$ cat src/rtl/core/sacrs_pkg.sv
// Shared types and constants for the SPI converter channel read sequencer.
package sacrs_pkg;

  localparam int unsigned ChanW     = 3;
  localparam int unsigned WordW     = 16;
  localparam int unsigned ChanShift = 11;

  // One half-bit tick presented to the sequencer.
  typedef struct packed {
    logic             miso;
    logic [ChanW-1:0] next_channel;
    logic [ChanW-1:0] this_channel;
    logic             start_req;
  } tick_t;

  // Pin levels and status produced for one tick.
  typedef struct packed {
    logic [WordW-1:0] sample;
    logic             done_res;
    logic             busy_res;
    logic             mosi;
    logic             sclk;
    logic             cs_n;
  } pins_t;

  // Control word: channel in bits 13..11, everything else zero.
  function automatic logic [WordW-1:0] ctrl_word(input logic [ChanW-1:0] ch);
    ctrl_word = WordW'(ch) << ChanShift;
  endfunction

endpackage

$ cat src/rtl/core/sacrs_engine.sv
// Frame sequencer state and the per-tick pin logic.
module sacrs_engine
  import sacrs_pkg::*;
#(
  parameter int unsigned FRAME_BITS = 16
) (
  input  logic  clk_i,
  input  logic  rst_ni,
  input  logic  step_i,
  input  tick_t tick_i,
  output pins_t pins_o
);

  localparam int unsigned CntW = $clog2(FRAME_BITS + 1);

  typedef enum logic [2:0] {
    StIdle    = 3'd0,
    StSelect  = 3'd1,
    StClkLow  = 3'd2,
    StClkHigh = 3'd3,
    StRelease = 3'd4
  } state_e;

  state_e           state_q, state_d;
  logic [CntW-1:0]  cnt_q, cnt_d, cnt_inc;
  logic [WordW-1:0] shift_q, shift_d;
  logic [ChanW-1:0] mux_ch_q, mux_ch_d;
  logic             mux_known_q, mux_known_d;
  logic             pending_q, pending_d;
  logic [ChanW-1:0] held_ch_q, held_ch_d;
  pins_t            pins;

  assign cnt_inc = cnt_q + CntW'(1);

  always_comb begin
    state_d     = state_q;
    cnt_d       = cnt_q;
    shift_d     = shift_q;
    mux_ch_d    = mux_ch_q;
    mux_known_d = mux_known_q;
    pending_d   = pending_q;
    held_ch_d   = held_ch_q;
    pins        = '{sample: '0, done_res: 1'b0, busy_res: 1'b0, mosi: 1'b0,
                    sclk: 1'b1, cs_n: 1'b1};
    case (state_q)
      StSelect: begin
        pins.cs_n     = 1'b0;
        pins.busy_res = 1'b1;
        state_d       = StClkLow;
      end
      StClkLow: begin
        pins.cs_n     = 1'b0;
        pins.sclk     = 1'b0;
        pins.mosi     = shift_q[WordW-1];
        pins.busy_res = 1'b1;
        state_d       = StClkHigh;
      end
      StClkHigh: begin
        pins.cs_n     = 1'b0;
        pins.mosi     = shift_q[WordW-1];
        pins.busy_res = 1'b1;
        shift_d       = {shift_q[WordW-2:0], tick_i.miso};
        cnt_d         = cnt_inc;
        state_d       = (cnt_inc >= CntW'(FRAME_BITS)) ? StRelease : StClkLow;
      end
      StRelease: begin
        pins.busy_res = 1'b1;
        if (pending_q) begin
          pending_d = 1'b0;
          shift_d   = ctrl_word(held_ch_q);
          cnt_d     = '0;
          state_d   = StSelect;
        end else begin
          pins.done_res = 1'b1;
          pins.sample   = shift_q;
          state_d       = StIdle;
        end
      end
      default: begin
        state_d = StIdle;
        if (tick_i.start_req) begin
          pins.cs_n     = 1'b0;
          pins.busy_res = 1'b1;
          // Run a dummy frame first when the mux is not on the wanted channel.
          if (!mux_known_q || tick_i.this_channel != mux_ch_q) begin
            shift_d   = ctrl_word(tick_i.this_channel);
            pending_d = 1'b1;
          end else begin
            shift_d   = ctrl_word(tick_i.next_channel);
            pending_d = 1'b0;
          end
          cnt_d       = '0;
          held_ch_d   = tick_i.next_channel;
          mux_ch_d    = tick_i.next_channel;
          mux_known_d = 1'b1;
          state_d     = StClkLow;
        end
      end
    endcase
  end

  always_ff @(posedge clk_i or negedge rst_ni) begin
    if (!rst_ni) begin
      state_q     <= StIdle;
      cnt_q       <= '0;
      shift_q     <= '0;
      mux_ch_q    <= '0;
      mux_known_q <= 1'b0;
      pending_q   <= 1'b0;
      held_ch_q   <= '0;
    end else if (step_i) begin
      state_q     <= state_d;
      cnt_q       <= cnt_d;
      shift_q     <= shift_d;
      mux_ch_q    <= mux_ch_d;
      mux_known_q <= mux_known_d;
      pending_q   <= pending_d;
      held_ch_q   <= held_ch_d;
    end
  end

  assign pins_o = pins;

endmodule

$ cat src/rtl/core/spi_adc_channel_read_sequencer_top.sv
// Top level of the SPI converter channel read sequencer.
//
// Each input transaction is one half-bit tick of a bit-banged SPI master for an
// 8-channel serial converter; each tick yields exactly one output transaction
// carrying the pin levels (cs_n, sclk, mosi) and status (busy, done, sample).
// A read asserts chip select, clocks a 16-bit control word out MSB first with
// the channel in bits 13..11 (clock low with data, then high, data-in sampled
// on the high tick), and releases chip select; when the converter mux is not
// already on the wanted channel a dummy frame runs first. One frame spans
// 2*FRAME_BITS+2 ticks. Throughput is one transaction per clock cycle when the
// master side does not stall: the tick is evaluated by the sequencer logic in
// the cycle it is accepted and lands in the output register. The slave side
// stays ready while the output register is empty or being drained in the same
// cycle; a stalled master side holds its transaction and backpressures the input.
module spi_adc_channel_read_sequencer_top
  import sacrs_pkg::*;
#(
  parameter int unsigned FRAME_BITS = 16
) (
  input  logic        clk_i,
  input  logic        rst_ni,
  input  logic        s_axis_tvalid_i,
  output logic        s_axis_tready_o,
  // [0] start_req, [3:1] this_channel, [6:4] next_channel, [7] miso
  input  logic [7:0]  s_axis_tdata_i,
  output logic        m_axis_tvalid_o,
  input  logic        m_axis_tready_i,
  // [0] cs_n, [1] sclk, [2] mosi, [3] busy_res, [4] done_res,
  // [20:5] sample, [23:21] zero
  output logic [23:0] m_axis_tdata_o
);

  logic  in_fire;
  tick_t tick;
  pins_t pins;
  logic  out_valid_q;
  pins_t out_q;

  // Accept a new tick whenever the output slot is free or draining now.
  assign s_axis_tready_o = !out_valid_q || m_axis_tready_i;
  assign in_fire         = s_axis_tvalid_i && s_axis_tready_o;

  assign tick = tick_t'(s_axis_tdata_i);

  sacrs_engine #(
    .FRAME_BITS(FRAME_BITS)
  ) u_engine (
    .clk_i (clk_i),
    .rst_ni(rst_ni),
    .step_i(in_fire),
    .tick_i(tick),
    .pins_o(pins)
  );

  // Output valid flag: set on accept, drop once the transaction is taken.
  always_ff @(posedge clk_i or negedge rst_ni) begin
    if (!rst_ni) begin
      out_valid_q <= 1'b0;
    end else if (in_fire) begin
      out_valid_q <= 1'b1;
    end else if (m_axis_tready_i) begin
      out_valid_q <= 1'b0;
    end
  end

  // Output payload: hold while stalled, advance on every accepted tick.
  always_ff @(posedge clk_i) begin
    if (in_fire) begin
      out_q <= pins;
    end
  end

  assign m_axis_tvalid_o = out_valid_q;
  assign m_axis_tdata_o  = {3'b000, out_q};

endmodule

$ cat config.mk
export PLATFORM = sky130hd
export DESIGN_NAME = spi_adc_channel_read_sequencer_top
export DESIGN_NICKNAME = d
export VERILOG_FILES = /design/src/rtl/core/sacrs_pkg.sv /design/src/rtl/core/sacrs_engine.sv /design/src/rtl/core/spi_adc_channel_read_sequencer_top.sv
export SDC_FILE = /design/constraint.sdc
export NUM_CORES = 1
export LEC_CHECK = 0
export BUFFER_PORTS_ARGS = -buffer_cell sky130_fd_sc_hd__buf_2
export CORE_MARGIN = 1
export CORE_UTILIZATION = 35
export CTS_CLUSTER_DIAMETER = 200
export DETAILED_ROUTE_END_ITERATION = 10
export HOLD_SLACK_MARGIN = 0.03
export PLACE_DENSITY = 0.65
export SKIP_CTS_REPAIR_TIMING = 1
export SLEW_MARGIN = 10
export SYNTH_ARGS = -nofsm -noshare
export SYNTH_HDL_FRONTEND = slang
export SYNTH_HIERARCHICAL = 1
export SYNTH_SLANG_ARGS = --single-unit
$ cat constraint.sdc
create_clock -name clk_i -period 1.96 [get_ports clk_i]
set_clock_uncertainty 0.15 [all_clocks]
set_input_delay 0.196 -clock clk_i [delete_from_list [all_inputs] [get_ports clk_i]]
set_output_delay 0.196 -clock clk_i [all_outputs]
set_load 0.03 [all_outputs]
After elaboration in Yosys (flattened, before gate mapping)
Index checks and enable logic that the tools add are counted.
{ "totals": {"reg_bits": 51, "in_bits": 12, "elab_cells": 62} }
{ "classes": {"addsub": 1, "order_cmp": 1, "eq_ne": 6, "muxes": 21, "bitwise_logic": 4, "n_reduce_logical": 16} }
{ "op_table": {"columns": ["operator", "n"], "rows": [
  ["$pmux W16 S3", 1],
  ["$mux W16", 2],
  ["$pmux W5 S3", 1],
  ["$mux W14", 1],
  ["$pmux W3 S4", 1],
  ["$mux W5", 2],
  ["$mux W1", 9],
  ["$eq A3 B2 Y1 const B", 2],
  ["$reduce_and A3 Y1", 2],
  ["$reduce_or A2 Y1", 3],
  ["$add A5 B1 Y5 const B", 1],
  ["$ge A5 B5 Y1 const B", 1],
  ["$not A1 Y1", 4],
  ["$pmux W1 S2", 2],
  ["$reduce_and A4 Y1", 1],
  ["$reduce_bool A2 Y1", 2],
  ["$reduce_or A4 Y1", 1],
  ["$eq A3 B1 Y1 const B", 1],
  ["$eq A3 B3 Y1 const B", 1],
  ["$mux W3", 1],
  ["$ne A3 B3 Y1", 1],
  ["$reduce_bool A3 Y1", 1],
  ["$reduce_or A3 Y1", 1],
  ["$logic_not A1 Y1", 2],
  ["4 further kinds", 5]
]} }

Longest topological paths before layout
Gate-level depths: netlist (run 1).
{ "depth": {"ltp_word": 5, "mapped_depth": 6} }

By module
Netlist (run 1), hierarchy kept.
{ "modules_own_cells": {"columns": ["mod", "instances", "cells_per_inst", "area_each_um2", "seq_area_each_um2"], "rows": [
  ["sacrs_engine", 1, 178, 1681.6, 725.7],
  ["spi_adc_channel_read_sequencer_top", 1, 29, 710.7, 655.6]
]} }

Least setup slack after synthesis (run 1)
Ideal clock, no wire load.
{ "synth_path": {"path_type": "register -> register", "startpoint": "register out_valid_q (netlist: m_axis_tvalid_o)", "endpoint": "register u_engine.state_q[1]", "setup_ns": 0.104, "arrival_ns": 1.692, "path_slack_ns": 0.014, "path_stages_with_launch": 6, "cell_sequence": "dfrtp_1 -> nand2b_4 -> and2_4 -> clkbuf_1 -> o21ai_0 -> a221oi_1"} }
{ "synth_via": {"elab_chain_cells": 3} }
{ "synth_rtl": {"columns": ["item", "line", "rtl"], "rows": [
  ["from (decl)", "spi_adc_channel_read_sequencer_top.sv:36", "logic out_valid_q;"],
  ["from (signal assigned)", "spi_adc_channel_read_sequencer_top.sv:58", "out_valid_q <= 1'b0;"],
  ["from (signal assigned)", "spi_adc_channel_read_sequencer_top.sv:60", "out_valid_q <= 1'b1;"],
  ["from (signal assigned)", "spi_adc_channel_read_sequencer_top.sv:62", "out_valid_q <= 1'b0;"],
  ["$logic_not A1 Y1", "spi_adc_channel_read_sequencer_top.sv:40", "assign s_axis_tready_o = !out_valid_q || m_axis_tready_i;"],
  ["$logic_or A1 B1 Y1", "spi_adc_channel_read_sequencer_top.sv:40", null],
  ["net s_axis_tready_o", "spi_adc_channel_read_sequencer_top.sv:23", "output logic s_axis_tready_o,"],
  ["$logic_and A1 B1 Y1", "spi_adc_channel_read_sequencer_top.sv:41", "assign in_fire = s_axis_tvalid_i && s_axis_tready_o;"],
  ["net in_fire", "spi_adc_channel_read_sequencer_top.sv:33", "logic in_fire;"],
  ["to (signal assigned)", "sacrs_engine.sv:104", "state_q <= StIdle;"],
  ["to (signal assigned)", "sacrs_engine.sv:112", "state_q <= state_d;"],
  ["to (decl)", "sacrs_engine.sv:24", "state_e state_q, state_d;"]
]} }
The timed path passes the listed nets, and every way through them passes these cells.
A chain may end at the register's enable or synchronous reset.

Worst setup path in the final report (run 1)
{ "layout_path": {"startpoint": "register u_engine.state_q[0]", "endpoint": "register u_engine.shift_q[11]"} }
{ "layout_via": {"elab_chain_cells": 4} }
{ "layout_rtl": {"columns": ["item", "line", "rtl"], "rows": [
  ["$eq A3 B1 Y1 or $eq A3 B2 Y1 (tied branches)", "sacrs_engine.sv:45", "case (state_q)"],
  ["$reduce_or A2 Y1 (no source line)", null, null],
  ["$not A1 Y1 (no source line)", null, null],
  ["$reduce_and A4 Y1 (no source line)", null, null],
  ["to (signal assigned)", "sacrs_engine.sv:114", "shift_q <= shift_d;"],
  ["to (decl)", "sacrs_engine.sv:26", "logic [WordW-1:0] shift_q, shift_d;"]
]} }
Several ways; a longest one is shown, not always the timed one.

==> impl_metrics.env, run 1 <==
export IMPL_r2r_start="u_engine/state_q[0]$_DFFE_PN0P_"
export IMPL_cts_tree="built"
export IMPL_numCtsBuffers=5
export IMPL_drt_wl_total_mm=4.50
export IMPL_max_cap_violations=0
export IMPL_critical_path_class="flop to flop"
export IMPL_post_route_period_util_pct=96.4
export IMPL_cp_cell_sequence="or3b_4 > a32o_4 > nor3_1 > a31oi_1"
export IMPL_grt_pass1_wl_mm=7.39
export IMPL_clockRootBuffer="clkbuf_8"
export IMPL_end_kind="flop"
export IMPL_worstSkewPairLatency_ns=0.31
export IMPL_cts_htree_levels=2
export IMPL_period_needed_ns=1.89
export IMPL_clk_pin_slew_ns=0.09
export IMPL_synthXorXnorAreaFrac_pct=1.83
export IMPL_use_met3_pct=3.83
export IMPL_use_met1_pct=16.5
export IMPL_io_buffer_count=34
export IMPL_synth_top_area_share_pct=31.4
export IMPL_use_met2_pct=21.7
export IMPL_yosysSeqAreaShare_pct=57.7
export IMPL_ant_nets=0
export IMPL_synth_area_per_cell_um2=11.6
export IMPL_synth_edf_count=21
export IMPL_setup_viol=0
export IMPL_yosys_area_top_type="dfrtp_1"
export IMPL_yosysWarnings=6
export IMPL_gp_congestion=0.821
export IMPL_switching_power_w=0.000700
export IMPL_async_flop_share_pct=58.8
export IMPL_worst_slack_ns=0.0714
export IMPL_post_route_util_pct=44.1
export IMPL_max_freq_mhz=529
export IMPL_swShare_pct=28.8
export IMPL_power_frac_comb_pct=17.7
export IMPL_io_pins=38
export IMPL_power_density_nw_per_um2=854
export IMPL_p_int_w=0.00173
export IMPL_dpl_hpwl_mm=3.17
export IMPL_power_leakage_nw=1.21
export IMPL_ys_flop_type="dfrtp_1"
export IMPL_ys_top_cells_by_area="dfrtp_1 (31%), edfxtp_1 (26%), o21ai_1 (5.2%)"
export IMPL_regArea_um2=1380
export IMPL_grt_antenna_before_repair=0
export IMPL_drive_above_1_share_pct=30.0
export IMPL_worst_pin_slew_ns=0.693
export IMPL_critPathSlowestCell="dfrtp_2"
export IMPL_reg2reg_depth=4
export IMPL_drt_pass1_iterations=7
export IMPL_cp_start_kind="flop"
export IMPL_postSynthCellCount=207
export IMPL_r2r_slack_ns=0.07
export IMPL_clkPwrFrac_pct=27.7
export IMPL_ir_drop_mv=0.293
export IMPL_viasPerCell=5.02
export IMPL_dp_slack_ns=0.0137
export IMPL_die_w_um=84.7
export IMPL_path_max_fanout=18
export IMPL_multi_input_area_um2=920
export IMPL_ys_seq_elements=51
export IMPL_top_usage_layer="met2"
export IMPL_start_util_pct=37.0
export IMPL_post_drt_wl_per_cell_um=13.6
export IMPL_finalHoldViolCount=0
export IMPL_drt_initial_drc_count=85
export IMPL_ys_types=51
export IMPL_fin_cells=330
export IMPL_hp_class="primary input to flop"
export IMPL_synth_compound_area_share_pct=16.5
export IMPL_dpl_cell_count=315
export IMPL_total_power_w=0.00243
export IMPL_syn2layout_area_growth_pct=18.9
export IMPL_syn_cell_area_um2=2390
export IMPL_cts_sinks=51
export IMPL_startpoint="u_engine/state_q[0]$_DFFE_PN0P_"
export IMPL_drcViolationCount=0
export IMPL_crit_required_ns=1.99
export IMPL_num_rows=29
export IMPL_die_h_um=84.7
export IMPL_grt_usage_pct=13.4
export IMPL_antenna_cells=0
export IMPL_cts_buffer_depth=2
export IMPL_hold_ws_ns=0.0473
export IMPL_synthAdderAreaFrac_pct=0.523
export IMPL_regToRegEndpoint="u_engine/shift_q[11]$_DFFE_PN0P_"
export IMPL_synthSimpleGateAreaFrac_pct=16.8
export IMPL_fillCellCount=627
export IMPL_die_area_um2=7170
export IMPL_drv_slew=0
export IMPL_critPathMaxStageDelay_ns=0.46
export IMPL_pwr_share_seq_pct=54.6
export IMPL_synth_top_family_by_area="simple AND/OR/NAND/NOR gates"
export IMPL_final_nets=265
export IMPL_worstPathArrival_ns=1.92
export IMPL_vias=1656
export IMPL_muxShareOfSynthArea_pct=1.83
export IMPL_critPathCapture="u_engine/shift_q[11]$_DFFE_PN0P_"
export IMPL_slew_headroom_pct=53.8
export IMPL_grt_ovfl_total=0
export IMPL_core_area_um2=6460
export IMPL_yosys_top_cells_count="dfrtp_1 (30), o21ai_1 (25), edfxtp_1 (21)"
export IMPL_yosysMostFrequentCell="dfrtp_1"
export IMPL_grt_max_degree=31
export IMPL_grt_pass1_vias=1528
export IMPL_outcome="finished, final reports clean"
==> layout make-up <==
| type | count | area share, % |
|---|---|---|
| inverter | 3 | 0.396 |
| clock inverter | 1 | 0.264 |
| sequential | 51 | 48.6 |
| multi-input combinational | 138 | 32.3 |
| timing repair buffer | 53 | 11.6 |
| tap | 77 | 3.39 |
| clock buffer | 7 | 3.43 |
==> registers in the layout, indices dropped and copies added, names as in the netlist <==
signal / count
m_axis_tdata_o: 21
u_engine/state_q: 3
u_engine/pending_q: 1
u_engine/mux_known_q: 1
u_engine/held_ch_q: 3
u_engine/cnt_q: 5
u_engine/shift_q: 16
m_axis_tvalid_o: 1
==> worst min-delay path by stage <==
stage / slack (ns) / from / to / cells past startpoint
floorplan: -0.25 / rst_ni / m_axis_tvalid_o$_DFFE_PN0P_ / 0
global placement: 0.13 / rst_ni / u_engine/held_ch_q[2]$_DFFE_PN0P_ / 1
detailed placement: 0.13 / rst_ni / u_engine/held_ch_q[1]$_DFFE_PN0P_ / 1
CTS: -0.20 / rst_ni / u_engine/cnt_q[4]$_DFFE_PN0P_ / 1
global route: 0.05 / s_axis_tdata_i[1] / u_engine/shift_q[11]$_DFFE_PN0P_ / 3
finish: 0.05 / s_axis_tdata_i[1] / u_engine/shift_q[11]$_DFFE_PN0P_ / 3
==> per-layer routing <==
| metal | share of wire [%] | vias up |
|---|---|---|
| met5 | 0 | - |
| met4 | 2.2 | 0 |
| met3 | 3.9 | 8 |
| met2 | 48 | 42 |
| met1 | 45 | 778 |
| li1 | - | 828 |
==> cell families (layout without fill, tap and decap cells) <==
group | after synthesis | after routing
adder cells (fa/ha/maj) | 1 | 1
AO/OA/AOI/OAI | 57 | 57
AND/OR/NAND/NOR | 68 | 68
buffers and inverters | 20 | 64
XOR/XNOR | 5 | 5
other | 1 | 3
multiplexers | 4 | 4
flip-flops | 51 | 51
==> power groups by stage <==
stage / Combinational [W] / Clock [W] / Sequential [W]
detailed placement: 0.000418 / 0 / 0.00135
floorplan: 0.000276 / 0 / 0.00136
finish: 0.000430 / 0.000672 / 0.00133
global placement: 0.000412 / 0 / 0.00134
CTS: 0.000419 / 0.000690 / 0.00133
global route: 0.000480 / 0.000726 / 0.00134
==> critical path, delay by kind of cell, from the launching register on <==
family	cells	cell delay, ns
AOI/OAI and AO/OA	2	0.52
and+or+nand+nor	2	0.65
DFF	1	0.46
==> cells in the final DEF, fill, tap and decap left out, types with 2 or more instances in the layout <==
master / n
inv_1: 3
edfxtp_1: 21
or2_2: 3
mux2_2: 3
buf_4: 12
nor2_1: 2
dlygate4sd3_1: 7
a32o_1: 3
a21o_1: 4
xnor2_1: 4
o21ai_1: 25
nand2b_1: 2
nand2_1: 18
a31oi_1: 4
nor3_1: 5
or3b_4: 2
a21oi_1: 4
conb_1: 3
buf_2: 34
nand3b_1: 3
o21ai_2: 5
nand3_1: 6
clkbuf_8: 5
o21ai_0: 2
and2_1: 16
dfrtp_1: 29
==> through the flow <==
step | instance area [µm²] | TNS (ns)
final | 2850 | 0
after global routing | 2850 | -0.00884
after CTS | 2760 | -0.00942
after detailed placement | 2660 | 0
after global placement | 2660 | 0
after floorplan | 2400 | 0
Power figures use the tool's default switching activity.
==> run 2, diff against run 1 <==
--- a/config.mk
+++ b/config.mk
@@ -7,11 +7,11 @@
 export LEC_CHECK = 0
 export BUFFER_PORTS_ARGS = -buffer_cell sky130_fd_sc_hd__buf_2
 export CORE_MARGIN = 1
-export CORE_UTILIZATION = 35
+export CORE_UTILIZATION = 50
 export CTS_CLUSTER_DIAMETER = 200
 export DETAILED_ROUTE_END_ITERATION = 10
 export HOLD_SLACK_MARGIN = 0.03
-export PLACE_DENSITY = 0.65
+export PLACE_DENSITY = 0.83
 export SKIP_CTS_REPAIR_TIMING = 1
 export SLEW_MARGIN = 10
 export SYNTH_ARGS = -nofsm -noshare
==> impl_metrics.env, run 2 (same netlist as run 1, synthesis figures left out) <==
export IMPL_power_density_nw_per_um2=881
export IMPL_grt_usage_pct=17.8
export IMPL_ant_nets=0
export IMPL_power_leakage_nw=1.21
export IMPL_power_frac_comb_pct=17.3
export IMPL_num_rows=24
export IMPL_clk_pin_slew_ns=0.09
export IMPL_clockRootBuffer="clkbuf_8"
export IMPL_hp_class="primary input to flop"
export IMPL_finalHoldViolCount=0
export IMPL_core_area_um2=4470
export IMPL_antenna_cells=0
export IMPL_fillCellCount=353
export IMPL_grt_max_degree=31
export IMPL_period_needed_ns=1.87
export IMPL_swShare_pct=28.0
export IMPL_drt_pass1_iterations=7
export IMPL_cts_buffer_depth=2
export IMPL_mostFrequentLayoutCells="buf_2 (34), dfrtp_1 (29), o21ai_1 (25)"
export IMPL_dp_slack_ns=0.0778
export IMPL_worst_slack_ns=0.0909
export IMPL_finalSetupTns_ns=0
export IMPL_grt_pass1_wl_mm=6.92
export IMPL_p_int_w=0.00178
export IMPL_worstSkewPairLatency_ns=0.31
export IMPL_worstPathArrival_ns=1.92
export IMPL_setup_viol=0
export IMPL_grt_antenna_before_repair=0
export IMPL_io_buffer_count=34
export IMPL_cts_htree_levels=2
export IMPL_hold_ws_ns=0.0322
export IMPL_syn2layout_area_growth_pct=17.2
export IMPL_hold_start="s_axis_tdata_i[2]"
export IMPL_gp_congestion=0.899
export IMPL_dpl_hpwl_mm=2.83
export IMPL_startpoint="u_engine/state_q[1]$_DFFE_PN0P_"
export IMPL_end_kind="flop"
export IMPL_reg2reg_depth=4
export IMPL_io_pins=38
export IMPL_cp_start_kind="flop"
export IMPL_die_w_um=71.2
export IMPL_cts_sinks=51
export IMPL_vias=1630
export IMPL_drt_initial_drc_count=160
export IMPL_drcViolationCount=3
export IMPL_drv_slew=0
export IMPL_drt_wl_total_mm=4.09
export IMPL_grt_pass1_vias=1471
export IMPL_drive_above_1_share_pct=29.1
export IMPL_post_route_period_util_pct=95.4
export IMPL_rsz0062_at_grt="no"
export IMPL_final_nets=263
export IMPL_slew_headroom_pct=55.6
export IMPL_failed_checks="design-rule violations"
export IMPL_clkPwrFrac_pct=29.2
export IMPL_path_max_fanout=15
export IMPL_ir_drop_mv=0.411
export IMPL_switching_power_w=0.000692
export IMPL_die_area_um2=5070
export IMPL_crit_required_ns=2.01
export IMPL_r2r_start="u_engine/state_q[1]$_DFFE_PN0P_"
export IMPL_multi_input_area_um2=917
export IMPL_pwr_share_seq_pct=53.5
export IMPL_outcome="complete, but fails checks"
export IMPL_viasPerCell=5.38
export IMPL_numCtsBuffers=5
export IMPL_post_drt_wl_per_cell_um=13.5
export IMPL_critical_path_class="flop to flop"
export IMPL_regArea_um2=1380
export IMPL_max_cap_violations=0
export IMPL_largest_reg_flops=21
export IMPL_layout_commonest_cell="buf_2"
export IMPL_start_util_pct=53.5
export IMPL_holdPathStages=3
export IMPL_grt_ovfl_total=0
export IMPL_worst_pin_slew_ns=0.666
export IMPL_die_h_um=71.2
export IMPL_cts_tree="built"
export IMPL_max_freq_mhz=535
## run 2: changes by cell type in the layout (fill, tap and decap cells not counted), sizes merged
cell and delta:
buf -2, bufinv +1, clkbuf -2, clkinv +1, clkinvlp -1, inv +1
## run 2: power groups by stage
stage	clock network, W	logic [W]	registers (W)
3_5_place_dp	0	0.000412	0.00134
4_1_cts	0.000730	0.000414	0.00132
6_report	0.000721	0.000426	0.00132
2_1_floorplan	0	0.000276	0.00136
5_1_grt	0.000770	0.000481	0.00134
3_3_place_gp	0	0.000404	0.00134
## run 2: cell type report
type                            count  share of cell area, %
Clock buffer                        5                   2.46
Inverter                            3                  0.402
Tap cell                           52                   2.32
Sequential cell                    51                   49.3
Multi-Input combinational cell    138                   32.7
Timing Repair Buffer               51                   11.2
Clock inverter                      3                   1.52
## run 2: layer usage
metal	GRT usage, %	vias up	share of wire, %
met5	0	-	0
met3	2.71	7	3.0
met2	26.6	36	46
met1	24.8	763	49
li1	-	824	-
met4	10.7	0	2.2
## run 2: critical path, cell delays in order (launching register included)
cell and delay [ns]:
dfrtp_2 0.46, or3b_4 0.41, a32oi_4 0.34, nand2_4 0.19, a21o_1 0.22
## run 2: worst paths after layout
check,end,slack (ns)
setup / recovery,u_engine/cnt_q[4]$_DFFE_PN0P_,0.09
hold / removal,u_engine/shift_q[12]$_DFFE_PN0P_,0.03
setup reg to reg,u_engine/cnt_q[4]$_DFFE_PN0P_,0.09
hold reg to reg,u_engine/mux_known_q$_DFFE_PN0P_,0.34
max in group asynchronous,u_engine/state_q[1]$_DFFE_PN0P_,0.89
min in group asynchronous,u_engine/mux_known_q$_DFFE_PN0P_,0.30
## run 2: metrics by stage
step	cell area [µm²]	power, W	util [%]	cells
floorplan	2400	0.00164	-	209
global placement	2610	0.00174	58.3	288
detailed placement	2610	0.00175	58.3	288
CTS	2720	0.00246	60.8	296
global route	2800	0.00259	62.6	303
finish	2800	0.00247	62.6	303
==> run 3, diff against run 2 <==
--- a/config.mk
+++ b/config.mk
@@ -6,12 +6,13 @@
 export NUM_CORES = 1
 export LEC_CHECK = 0
 export BUFFER_PORTS_ARGS = -buffer_cell sky130_fd_sc_hd__buf_2
+export CAP_MARGIN = 40
 export CORE_MARGIN = 1
-export CORE_UTILIZATION = 50
+export CORE_UTILIZATION = 32
 export CTS_CLUSTER_DIAMETER = 200
 export DETAILED_ROUTE_END_ITERATION = 10
 export HOLD_SLACK_MARGIN = 0.03
-export PLACE_DENSITY = 0.83
+export PLACE_DENSITY = 0.61
 export SKIP_CTS_REPAIR_TIMING = 1
 export SLEW_MARGIN = 10
 export SYNTH_ARGS = -nofsm -noshare
==> impl_metrics.env, run 3 (same netlist as run 1, synthesis figures left out) <==
export IMPL_critPathMaxStageDelay_ns=0.45
export IMPL_ir_drop_mv=0.238
export IMPL_grt_antenna_before_repair=0
export IMPL_cts_tree="built"
export IMPL_drv_slew=0
export IMPL_worst_pin_slew_ns=0.691
export IMPL_numCtsBuffers=5
export IMPL_post_route_util_pct=39.4
export IMPL_die_area_um2=7830
export IMPL_hold_ws_ns=0.0401
export IMPL_die_w_um=88.5
export IMPL_slew_headroom_pct=54.0
export IMPL_drt_wl_total_mm=4.39
export IMPL_cp_start_kind="flop"
export IMPL_worstSkewPairLatency_ns=0.31
export IMPL_power_leakage_nw=1.21
export IMPL_die_h_um=88.5
export IMPL_io_buffer_count=34
export IMPL_drcViolationCount=0
export IMPL_antenna_cells=0
export IMPL_num_rows=31
export IMPL_cp_num_buf_inv=0
export IMPL_cts_htree_levels=2
export IMPL_grt_pass1_wl_mm=7.07
export IMPL_grt_max_degree=31
export IMPL_grt_ovfl_total=0
export IMPL_mostFrequentLayoutCells="buf_2 (34), dfrtp_1 (30), o21ai_1 (25)"
export IMPL_path_delay_family="simple AND/OR/NAND/NOR gates"
export IMPL_finalSetupTns_ns=0
export IMPL_path_max_fanout=15
export IMPL_layout_commonest_cell="buf_2"
export IMPL_crit_required_ns=2.03
export IMPL_worst_slack_ns=0.0730
export IMPL_grt_pass1_vias=1468
export IMPL_period_needed_ns=1.89
export IMPL_max_cap_violations=0
export IMPL_final_nets=265
export IMPL_syn2layout_area_growth_pct=19.5
export IMPL_cp_cell_sequence="or3b_4 > a32oi_4 > nand2_4 > o31ai_2"
export IMPL_viasPerCell=4.63
export IMPL_grt_usage_pct=11.8
export IMPL_cts_sinks=51
export IMPL_worstPathArrival_ns=1.96
export IMPL_clockRootBuffer="clkbuf_8"
export IMPL_end_kind="flop"
export IMPL_start_util_pct=33.0
export IMPL_dp_slack_ns=0.0599
export IMPL_largest_reg_flops=21
export IMPL_power_density_nw_per_um2=839
export IMPL_post_route_period_util_pct=96.3
export IMPL_drt_pass1_iterations=4
export IMPL_drt_initial_drc_count=86
export IMPL_ant_nets=0
export IMPL_gp_congestion=0.775
export IMPL_dpl_hpwl_mm=3.08
export IMPL_setup_viol=0
export IMPL_outcome="finished, final reports clean"
export IMPL_clk_pin_slew_ns=0.10
export IMPL_critPathSlowestCell="or3b_4"
export IMPL_vias=1630
export IMPL_io_pins=38
export IMPL_max_freq_mhz=530
export IMPL_cts_buffer_depth=2
export IMPL_drive_above_1_share_pct=29.6
export IMPL_finalHoldViolCount=0
export IMPL_rsz0062_at_grt="no"
export IMPL_core_area_um2=7250
export IMPL_critical_path_class="flop to flop"
export IMPL_hp_class="primary input to flop"
export IMPL_post_drt_wl_per_cell_um=12.5
## run 3: changes by cell type in the layout (fill, tap and decap cells not counted), sizes merged
cell	previous run	this run
bufinv	1	0
buf	44	46
inv	4	5
## run 3: layout make-up
cell class / count / area, µm²
repair buffers: 53 / 330
well taps: 99 / 124
fillers: 703 / 4390
clock buffers: 5 / 68.8
flip-flops and latches: 51 / 1380
clock inverters: 3 / 26.3
inverters: 3 / 11.3
multi-input cells: 138 / 917
## run 3: path summary, 6_finish.rpt
path                                               endpoint  depth (start not counted)                             start  slack [ns]
min in group asynchronous   u_engine/shift_q[5]$_DFFE_PN0P_                          2                            rst_ni        0.32
hold reg to reg            u_engine/mux_known_q$_DFFE_PN0P_                          1  u_engine/mux_known_q$_DFFE_PN0P_        0.32
max in group asynchronous       m_axis_tvalid_o$_DFFE_PN0P_                          2                            rst_ni        0.90
setup reg to reg           u_engine/shift_q[10]$_DFFE_PN0P_                          4   u_engine/state_q[0]$_DFFE_PN0P_        0.07
hold / removal             u_engine/shift_q[11]$_DFFE_PN0P_                          3                 s_axis_tdata_i[1]        0.04
setup / recovery           u_engine/shift_q[10]$_DFFE_PN0P_                          4   u_engine/state_q[0]$_DFFE_PN0P_        0.07
## run 3: power by group
part / internal [W] / switching, W / total (W)
registers: 0.00123 / 0.0000915 / 0.00132
logic: 0.000173 / 0.000269 / 0.000443
clock network: 0.000263 / 0.000369 / 0.000632
total: 0.00167 / 0.000730 / 0.00240
## run 3: per-layer routing
| metal | share of wire, % | wire [µm] | track usage, % | up-vias |
|---|---|---|---|---|
| met2 | 48 | 2120 | 19.6 | 28 |
| met1 | 48 | 2090 | 15.1 | 770 |
| met4 | 1.5 | 66 | 4.84 | 0 |
| met3 | 2.4 | 107 | 2.43 | 7 |
| li1 | - | - | - | 825 |
| met5 | 0 | 0 | 0 | - |
## run 3: worst reg2reg max path, cell delays in order (launching register included)
cell and delay (ns):
dfrtp_1 0.44, or3b_4 0.45, a32oi_4 0.35, nand2_4 0.19, o31ai_2 0.23
## run 3: metrics by stage
stage | area [µm²] | instances | total power [W]
5_1_grt | 2860 | 352 | 0.00252
3_3_place_gp | 2680 | 337 | 0.00176
3_5_place_dp | 2680 | 337 | 0.00177
4_1_cts | 2780 | 345 | 0.00240
2_1_floorplan | 2400 | 209 | 0.00164
6_report | 2860 | 352 | 0.00240
